### src/eqr_pkg.sv
// ---------------------------------------------------------------------------
// eqr_pkg: shared types and constants of the equipment replacement planner
// Field widths, transfer structs and register indexes.
// ---------------------------------------------------------------------------
package eqr_pkg;

   localparam int MAX_LIFE_DEF    = 32;
   localparam int MAX_HORIZON_DEF = 31;

   localparam int VAL_W      = 48;
   localparam int SUM_W      = 40;
   localparam int MONEY_W    = 30;
   localparam int PERIOD_W   = 5;
   localparam int MASK_W     = 32;
   localparam int COUNT_W    = 6;
   localparam int LIFE_REG_W = 6;
   localparam int HOR_REG_W  = 5;
   localparam int CSR_IDX_W  = 2;
   localparam int CSR_DATA_W = 30;

   typedef enum logic [CSR_IDX_W-1:0] {
      CSR_PRICE   = 2'd0,
      CSR_LIFE    = 2'd1,
      CSR_HORIZON = 2'd2
   } csr_index_type;

   typedef struct packed {
      logic [MONEY_W-1:0] resale_value;
      logic [MONEY_W-1:0] upkeep_cost;
   } req_item_type;

   typedef struct packed {
      logic [PERIOD_W-1:0]    period;
      logic signed [VAL_W-1:0] min_cost;
      logic signed [VAL_W-1:0] profit;
      logic [PERIOD_W-1:0]    next_year;
      logic [MASK_W-1:0]      tie_mask;
      logic [COUNT_W-1:0]     tie_count;
      logic                   last;
   } rsp_item_type;

endpackage

### src/equipment_replacement_dp.sv
// ---------------------------------------------------------------------------
// equipment_replacement_dp: equipment replacement planner
// Loads keep-cost rows, then solves the replacement recursion backward.
// ---------------------------------------------------------------------------
// A row transfer is taken when start is high and busy is low; each row holds
// busy for one cycle while its keep cost is written to the cost memory, so no
// new row is taken before that write. The row that completes the lifetime
// set starts the solve: one terminal result, then one result per period t
// once span = min(horizon-t, lifetime) candidates have passed the single
// add/compare pipeline that walks one candidate year per cycle through the
// two cost memories. Results leave on rsp_strobe for one cycle each, horizon
// first, period zero last with last set; the receiver cannot stall, and busy
// falls in the cycle that shows the period zero result.
module equipment_replacement_dp
   import eqr_pkg::*;
#(
   parameter int MAX_LIFE    = MAX_LIFE_DEF,
   parameter int MAX_HORIZON = MAX_HORIZON_DEF
) (
   input  logic                  clock,
   input  logic                  reset,
   input  logic                  start,
   output logic                  busy,
   input  req_item_type          req_data,
   output logic                  rsp_strobe,
   output rsp_item_type          rsp_data,
   input  logic                  csr_we,
   input  logic [CSR_IDX_W-1:0]  csr_index,
   input  logic [CSR_DATA_W-1:0] csr_wdata
);

   localparam int LIFE_W = $clog2(MAX_LIFE + 1);
   localparam int KIDX_W = (MAX_LIFE > 1) ? $clog2(MAX_LIFE) : 1;
   localparam int HOR_W  = $clog2(MAX_HORIZON + 1);

   typedef enum logic [4:0] {
      S_IDLE  = 5'b00001,
      S_WRITE = 5'b00010,
      S_START = 5'b00100,
      S_SOLVE = 5'b01000,
      S_EMIT  = 5'b10000
   } state_type;

   state_type state_ff, state_in;

   logic [MONEY_W-1:0]    price_ff;
   logic [LIFE_REG_W-1:0] life_cfg_ff;
   logic [HOR_REG_W-1:0]  hor_cfg_ff;

   logic [LIFE_W-1:0] eff_life;
   logic [HOR_W-1:0]  eff_hor;

   logic [LIFE_W-1:0]       rows_ff;
   logic [LIFE_W-1:0]       rows_after;
   logic [SUM_W-1:0]        sum_ff;
   logic signed [VAL_W-1:0] base_ff;
   logic                    load_en_ff;

   logic signed [VAL_W-1:0] keep_mem [MAX_LIFE];
   logic signed [VAL_W-1:0] best_mem [MAX_HORIZON + 1];

   logic [HOR_W-1:0]        t_ff, t_nxt;
   logic [HOR_W-1:0]        diff_nxt;
   logic [LIFE_W-1:0]       span_ff, span_nxt;
   logic [LIFE_W-1:0]       iss_ff;
   logic                    issue;
   logic [HOR_W-1:0]        best_addr;
   logic                    rd_vld_ff;
   logic [KIDX_W-1:0]       rd_x_ff;
   logic signed [VAL_W-1:0] keep_q_ff, best_q_ff;
   logic                    sum_vld_ff;
   logic [KIDX_W-1:0]       sum_x_ff;
   logic signed [VAL_W-1:0] cand_ff;
   logic signed [VAL_W-1:0] best_ff;
   logic [KIDX_W-1:0]       best_off_ff;
   logic [MASK_W-1:0]       mask_ff;
   logic [COUNT_W-1:0]      cnt_ff;

   logic                    best_we;
   logic [HOR_W-1:0]        best_wa;
   logic signed [VAL_W-1:0] best_wd;

   logic                    rsp_strobe_ff;
   rsp_item_type            rsp_data_ff;

   logic accept;

   assign accept = start && (state_ff == S_IDLE);
   assign busy   = (state_ff != S_IDLE);

   always_comb begin
      if (life_cfg_ff == '0) begin
         eff_life = LIFE_W'(1);
      end else if (32'(life_cfg_ff) > 32'(MAX_LIFE)) begin
         eff_life = LIFE_W'(MAX_LIFE);
      end else begin
         eff_life = LIFE_W'(life_cfg_ff);
      end
      if (32'(hor_cfg_ff) > 32'(MAX_HORIZON)) begin
         eff_hor = HOR_W'(MAX_HORIZON);
      end else begin
         eff_hor = HOR_W'(hor_cfg_ff);
      end
   end

   assign rows_after = load_en_ff ? LIFE_W'(32'(rows_ff) + 1) : rows_ff;

   // next period and its candidate window
   always_comb begin
      t_nxt    = (state_ff == S_START) ? HOR_W'(eff_hor - 1'b1) : HOR_W'(t_ff - 1'b1);
      diff_nxt = HOR_W'(eff_hor - t_nxt);
      if (32'(diff_nxt) > 32'(eff_life)) begin
         span_nxt = eff_life;
      end else begin
         span_nxt = LIFE_W'(diff_nxt);
      end
   end

   assign issue     = (state_ff == S_SOLVE) && (iss_ff < span_ff);
   assign best_addr = HOR_W'(32'(t_ff) + 32'(iss_ff) + 1);

   always_comb begin
      state_in = state_ff;
      unique case (state_ff)
         S_IDLE: begin
            if (start) state_in = S_WRITE;
         end
         S_WRITE: begin
            state_in = (rows_after >= eff_life) ? S_START : S_IDLE;
         end
         S_START: begin
            state_in = (eff_hor == '0) ? S_IDLE : S_SOLVE;
         end
         S_SOLVE: begin
            if (!issue && !rd_vld_ff && !sum_vld_ff) state_in = S_EMIT;
         end
         S_EMIT: begin
            state_in = (t_ff == '0) ? S_IDLE : S_SOLVE;
         end
         default: state_in = S_IDLE;
      endcase
   end

   // configuration registers
   always_ff @(posedge clock) begin
      if (reset) begin
         price_ff    <= MONEY_W'(1);
         life_cfg_ff <= LIFE_REG_W'(1);
         hor_cfg_ff  <= HOR_REG_W'(1);
      end else if (csr_we) begin
         unique case (csr_index)
            CSR_PRICE:   price_ff    <= csr_wdata[MONEY_W-1:0];
            CSR_LIFE:    life_cfg_ff <= csr_wdata[LIFE_REG_W-1:0];
            CSR_HORIZON: hor_cfg_ff  <= csr_wdata[HOR_REG_W-1:0];
            default: ;
         endcase
      end
   end

   // control
   always_ff @(posedge clock) begin
      if (reset) begin
         state_ff      <= S_IDLE;
         rows_ff       <= '0;
         sum_ff        <= '0;
         load_en_ff    <= 1'b0;
         rd_vld_ff     <= 1'b0;
         sum_vld_ff    <= 1'b0;
         rsp_strobe_ff <= 1'b0;
      end else begin
         state_ff      <= state_in;
         rd_vld_ff     <= issue;
         sum_vld_ff    <= rd_vld_ff;
         rsp_strobe_ff <= (state_ff == S_START) || (state_ff == S_EMIT);
         if (accept) begin
            load_en_ff <= (32'(rows_ff) < 32'(MAX_LIFE));
            if (32'(rows_ff) < 32'(MAX_LIFE)) begin
               sum_ff <= sum_ff + SUM_W'(req_data.upkeep_cost);
            end
         end
         if (state_ff == S_WRITE) begin
            if (rows_after >= eff_life) begin
               rows_ff <= '0;
               sum_ff  <= '0;
            end else begin
               rows_ff <= rows_after;
            end
         end
      end
   end

   // row datapath and keep-cost memory
   always_ff @(posedge clock) begin
      if (accept) begin
         base_ff <= $signed({{(VAL_W-MONEY_W){1'b0}}, price_ff})
                  - $signed({{(VAL_W-MONEY_W){1'b0}}, req_data.resale_value});
      end
      if ((state_ff == S_WRITE) && load_en_ff) begin
         keep_mem[rows_ff[KIDX_W-1:0]] <= base_ff + $signed({{(VAL_W-SUM_W){1'b0}}, sum_ff});
      end
      keep_q_ff <= keep_mem[iss_ff[KIDX_W-1:0]];
   end

   always_comb begin
      best_we = 1'b0;
      best_wa = t_ff;
      best_wd = best_ff;
      if (state_ff == S_START) begin
         best_we = 1'b1;
         best_wa = eff_hor;
         best_wd = '0;
      end else if (state_ff == S_EMIT) begin
         best_we = 1'b1;
      end
   end

   always_ff @(posedge clock) begin
      if (best_we) begin
         best_mem[best_wa] <= best_wd;
      end
      best_q_ff <= best_mem[best_addr];
   end

   // candidate pipeline: read, add, compare
   always_ff @(posedge clock) begin
      rd_x_ff  <= iss_ff[KIDX_W-1:0];
      sum_x_ff <= rd_x_ff;
      cand_ff  <= keep_q_ff + best_q_ff;
      if (issue) begin
         iss_ff <= LIFE_W'(32'(iss_ff) + 1);
      end
      if (((state_ff == S_START) && (eff_hor != '0))
          || ((state_ff == S_EMIT) && (t_ff != '0))) begin
         t_ff    <= t_nxt;
         span_ff <= span_nxt;
         iss_ff  <= '0;
         mask_ff <= '0;
         cnt_ff  <= '0;
      end
      if (sum_vld_ff) begin
         if ((sum_x_ff == '0) || (cand_ff < best_ff)) begin
            best_ff     <= cand_ff;
            best_off_ff <= sum_x_ff;
            mask_ff     <= MASK_W'(1) << sum_x_ff;
            cnt_ff      <= COUNT_W'(1);
         end else if (cand_ff == best_ff) begin
            mask_ff <= mask_ff | (MASK_W'(1) << sum_x_ff);
            cnt_ff  <= COUNT_W'(cnt_ff + 1'b1);
         end
      end
   end

   // result register
   always_ff @(posedge clock) begin
      if (state_ff == S_START) begin
         rsp_data_ff.period    <= PERIOD_W'(eff_hor);
         rsp_data_ff.min_cost  <= '0;
         rsp_data_ff.profit    <= $signed({{(VAL_W-MONEY_W){1'b0}}, price_ff});
         rsp_data_ff.next_year <= PERIOD_W'(eff_hor);
         rsp_data_ff.tie_mask  <= '0;
         rsp_data_ff.tie_count <= '0;
         rsp_data_ff.last      <= (eff_hor == '0);
      end else if (state_ff == S_EMIT) begin
         rsp_data_ff.period    <= PERIOD_W'(t_ff);
         rsp_data_ff.min_cost  <= best_ff;
         rsp_data_ff.profit    <= $signed({{(VAL_W-MONEY_W){1'b0}}, price_ff}) - best_ff;
         rsp_data_ff.next_year <= PERIOD_W'(32'(t_ff) + 32'(best_off_ff) + 1);
         rsp_data_ff.tie_mask  <= mask_ff;
         rsp_data_ff.tie_count <= cnt_ff;
         rsp_data_ff.last      <= (t_ff == '0);
      end
   end

   assign rsp_strobe = rsp_strobe_ff;
   assign rsp_data   = rsp_data_ff;

endmodule

### config.mk
export PLATFORM = sky130hd
export DESIGN_NAME = equipment_replacement_dp
export DESIGN_NICKNAME = d
export VERILOG_FILES = /design/src/eqr_pkg.sv /design/src/equipment_replacement_dp.sv
export SDC_FILE = /design/constraint.sdc
export NUM_CORES = 2
export LEC_CHECK = 0
export BUFFER_PORTS_ARGS = -buffer_cell sky130_fd_sc_hd__buf_4
export CAP_MARGIN = 40
export CORE_MARGIN = 2
export CORE_UTILIZATION = 46
export DETAILED_ROUTE_END_ITERATION = 7
export GPL_TIMING_DRIVEN = 0
export PLACE_DENSITY_LB_ADDON = 0.3
export SYNTH_ARGS = -nofsm -noshare
export SYNTH_HDL_FRONTEND = slang
export SYNTH_SLANG_ARGS = --single-unit
### constraint.sdc
create_clock -name clock -period 5.3 [get_ports clock]
set_input_delay 0.265 -clock clock [delete_from_list [all_inputs] [get_ports clock]]
set_output_delay 0.265 -clock clock [all_outputs]
set_load 0.01 [all_outputs]
==> flow_summary.json <==
{
  "synth_common_cells": "3,208 x edfxtp_1, 864 x mux4_2, 745 x nand2_1, 398 x dfxtp_1, 300 x nand3_1",
  "async_reset_ff_frac": 0,
  "drive_gt1_frac": 0.248,
  "drt-initial-drc-count": 10900,
  "critical_path_required_ns": 5.96,
  "drcViolationCount": 0,
  "ios": 243,
  "grt_usage": 0.253,
  "reg2reg_depth": 17,
  "htree_levels": 5,
  "r2r_slack_ns": 0.11,
  "fin_crit_ns": 5.19,
  "gp_congestion": 0.936,
  "power-per-cell-area_nw_per_um2": 362,
  "synthToLayoutAreaGrowth_pct": 18.2,
  "core_sq_um": 315000,
  "die_w_um": 567,
  "worstSkewPairLatency_ns": 0.91,
  "ys_top_cells_by_area": "edfxtp_1 66%, mux4_2 13%, dfxtp_1 5.5%",
  "switching_share": 0.228,
  "netlist.area_leader.share": 0.662,
  "syn_area_sq_um": 146000,
  "die_h_um": 567,
  "fin_nets": 9570,
  "p_sw_w": 0.0142,
  "period_share": 0.980,
  "hold_depth": 3,
  "grt_overflow": 0,
  "fin_ws_ns": 0.105,
  "cp-start-kind": "flip-flop",
  "dr_total_vias": 83900,
  "clk_root_buffer_cell": "clkbuf_16",
  "total_power_w": 0.0623,
  "cp.arrival_ns": 5.86,
  "avgSynthCellArea_sq_um": 17.8,
  "cts_buffer_depth": 4,
  "synth_edf_count": 3208,
  "ant_nets": 0,
  "cts_tree": "built",
  "max_cap_violations": 0,
  "dpl.hpwl_mm": 296,
  "firstDrtPassIters": 8,
  "final_max_slew_viol_count": 0,
  "ys_types": 100,
  "numCtsBuffers": 352,
  "hold_violations": 0,
  "rsz0062_at_grt": "false",
  "hold_class": "in -> reg",
  "first_global_vias": 81900,
  "rows": 206,
  "vias_per_cell": 6.13,
  "synth_fp_nets": 8528,
  "p_int_w": 0.0481,
  "skew_ns": 0.0583,
  "ys.flop_type": "edfxtp_1",
  "ir_worst_vdd_v": 0.000281,
  "ys_seq_area_frac": 0.716,
  "leakagePower_nw": 58.1,
  "yosys.area.top_type": "edfxtp_1",
  "min_to": "eff_hor[0]",
  "synth.most_common_cell": "edfxtp_1",
  "power_frac_clock": 0.402,
  "dp_slack_ns": -1.07,
  "fin_tns_setup_ns": 0,
  "fmax_mhz": 192,
  "path_max_fanout": 10,
  "start_util": 0.462,
  "cp-end-kind": "flip-flop",
  "r2r-start": "iss_ff[0]",
  "grt_antenna_before_repair": 21,
  "wl_per_cell_um": 30.2,
  "die-area_sq_um": 321000,
  "grt_max_degree": 59,
  "p_comb_frac": 0.083,
  "portBuffers": 241,
  "tightest_slew_ns": 1.01,
  "routed_wl_mm": 412,
  "rr_endpoint": "best_q_ff[9]",
  "yosysWarnings": 0,
  "synthCells": 8166,
  "fillers": 24000,
  "pwr-share-seq": 0.515,
  "max_slew_margin": 0.324,
  "synth_seq_cells": 3606,
  "status": "complete, no violations",
  "critPathKind": "reg -> reg",
  "setup_violations": 0,
  "clk_pin_slew_ns": 0.06,
  "hp-start": "csr_index[1]",
  "cts.sinks": 3606,
  "grt_pass1_wl_mm": 587
}
[what timing repair did]
item | 4_1_cts | 5_1_grt
cloned | 0 | 0
endpoints found under the hold margin | 79 | 0
setup buffers | 0 | 0
hold buffers | 80 | 0
endpoints found under the setup margin | 48 | 8
gates resized for setup | 37 | 4
[logic make-up (layout without fill, tap and decap cells)]
family,after synthesis,after routing,synth area share
and+or+nand+nor,1651,1651,0.0515
buffers and inverters,556,1893,0.0149
adders and majority gates,267,267,0.0233
AOI/OAI and AO/OA,969,969,0.0439
DFF,3606,3606,0.716
xor gates and xnor gates,183,183,0.0111
muxes,933,933,0.139
other,1,17,0.0000258
[layout make-up]
cell class / count / area (sq um) / area share
multi-input combinational: 4004 / 40200 / 0.233
inverter: 169 / 634 / 0.00369
sequential: 3606 / 104000 / 0.606
clock buffer: 443 / 9510 / 0.0553
tap: 4160 / 5200 / 0.0303
timing repair buffer: 690 / 8670 / 0.0504
buffer: 385 / 1580 / 0.00918
clock inverter: 206 / 1950 / 0.0114
antenna: 16 / 40.0 / 0.000233
[stage by stage]
stage | instances | hold slack [ns] | utilization | instance area [sq um]
finish | 13700 | 0.0576 | 0.546 | 172000
global route | 13700 | 0.0457 | 0.546 | 172000
CTS | 13700 | 0.00304 | 0.546 | 172000
detailed placement | 12900 | 0.312 | 0.507 | 160000
global placement | 12600 | 0.311 | 0.485 | 153000
floorplan | 8166 | 0.310 | - | 146000
[flip-flops by register name, summed over array words and instances, names as in the netlist, 30 cells and up]
register,cells
best_mem,1536
keep_mem,1536
rsp_data,145
best_ff,48
best_q_ff,48
cand_ff,48
keep_q_ff,48
sum_ff,40
mask_ff,32
base_ff,31
price_ff,30
[per-layer routing]
layer | GRT usage | vias to the layer above | part of all wire
met1 | 0.364 | 43700 | 0.40
met4 | 0.0832 | 4 | 0.035
met5 | 0 | - | 0.000056
met3 | 0.0496 | 685 | 0.10
li1 | - | 34700 | -
met2 | 0.390 | 4802 | 0.46
[worst max path at each step]
stage / from / endpoint / cells after the start
after floorplan: base_ff[0] / keep_mem[0][20] / 11
after global placement: state_ff[1] / best_mem[17][23] / 7
after detailed placement: iss_ff[1] / best_q_ff[30] / 15
after CTS: iss_ff[0] / best_q_ff[42] / 15
after global routing: iss_ff[0] / best_q_ff[26] / 16
final: iss_ff[0] / best_q_ff[9] / 17
[placed cells by master, fill, tap and decap left out, drive strengths merged, types with 13 or more instances in the layout]
cell type    Yosys  routed
nand4           47      47
clkinvlp         0      16
bufinv           0      33
nand2b          43      43
nor3            46      46
a31oi           27      27
and2            26      26
mux4           864     864
nor2b           30      30
dlygate4sd3      0      80
a21oi          229     229
o211ai          16      16
and3            35      35
a21o           137     137
xnor2          127     127
a21boi          14      14
nor2           272     272
mux2i           16      16
mux2            53      53
nand3          300     300
o21ai          274     274
o21bai          23      23
edfxtp        3208    3208
a221oi          13      13
nand2          745     745
a32o            32      32
buf            120     728
o31ai           13      13
xor2            56      56
ha             259     259
o21a            26      26
or2             18      18
clkinv           0     141
clkbuf         267     710
a211oi          27      27
dfxtp          398     398
a22o            47      47
inv            169     185
diode            0      16
or3             23      23
[critical path, stage by stage, from the launching register on]
cell      delay, ns
dfxtp_1        0.40
buf_4          0.34
buf_4          0.34
buf_1          0.15
buf_6          0.19
inv_1          0.10
ha_1           0.21
fa_1           0.49
nor2b_1        0.14
o21ai_0        0.08
nand2b_1       0.18
xor2_2         0.45
buf_6          0.25
clkbuf_1       0.26
clkbuf_1       0.67
nand3_1        0.22
nand3_1        0.19
o21ai_0        0.27
[power by group through the flow]
stage	registers [W]	clock network, W	logic [W]
2_1_floorplan	0.0326	0	0.00278
3_3_place_gp	0.0328	0	0.00428
3_5_place_dp	0.0327	0	0.00498
4_1_cts	0.0321	0.0253	0.00508
5_1_grt	0.0321	0.0263	0.00556
6_report	0.0321	0.0251	0.00518
Power figures use the tool's default switching activity.
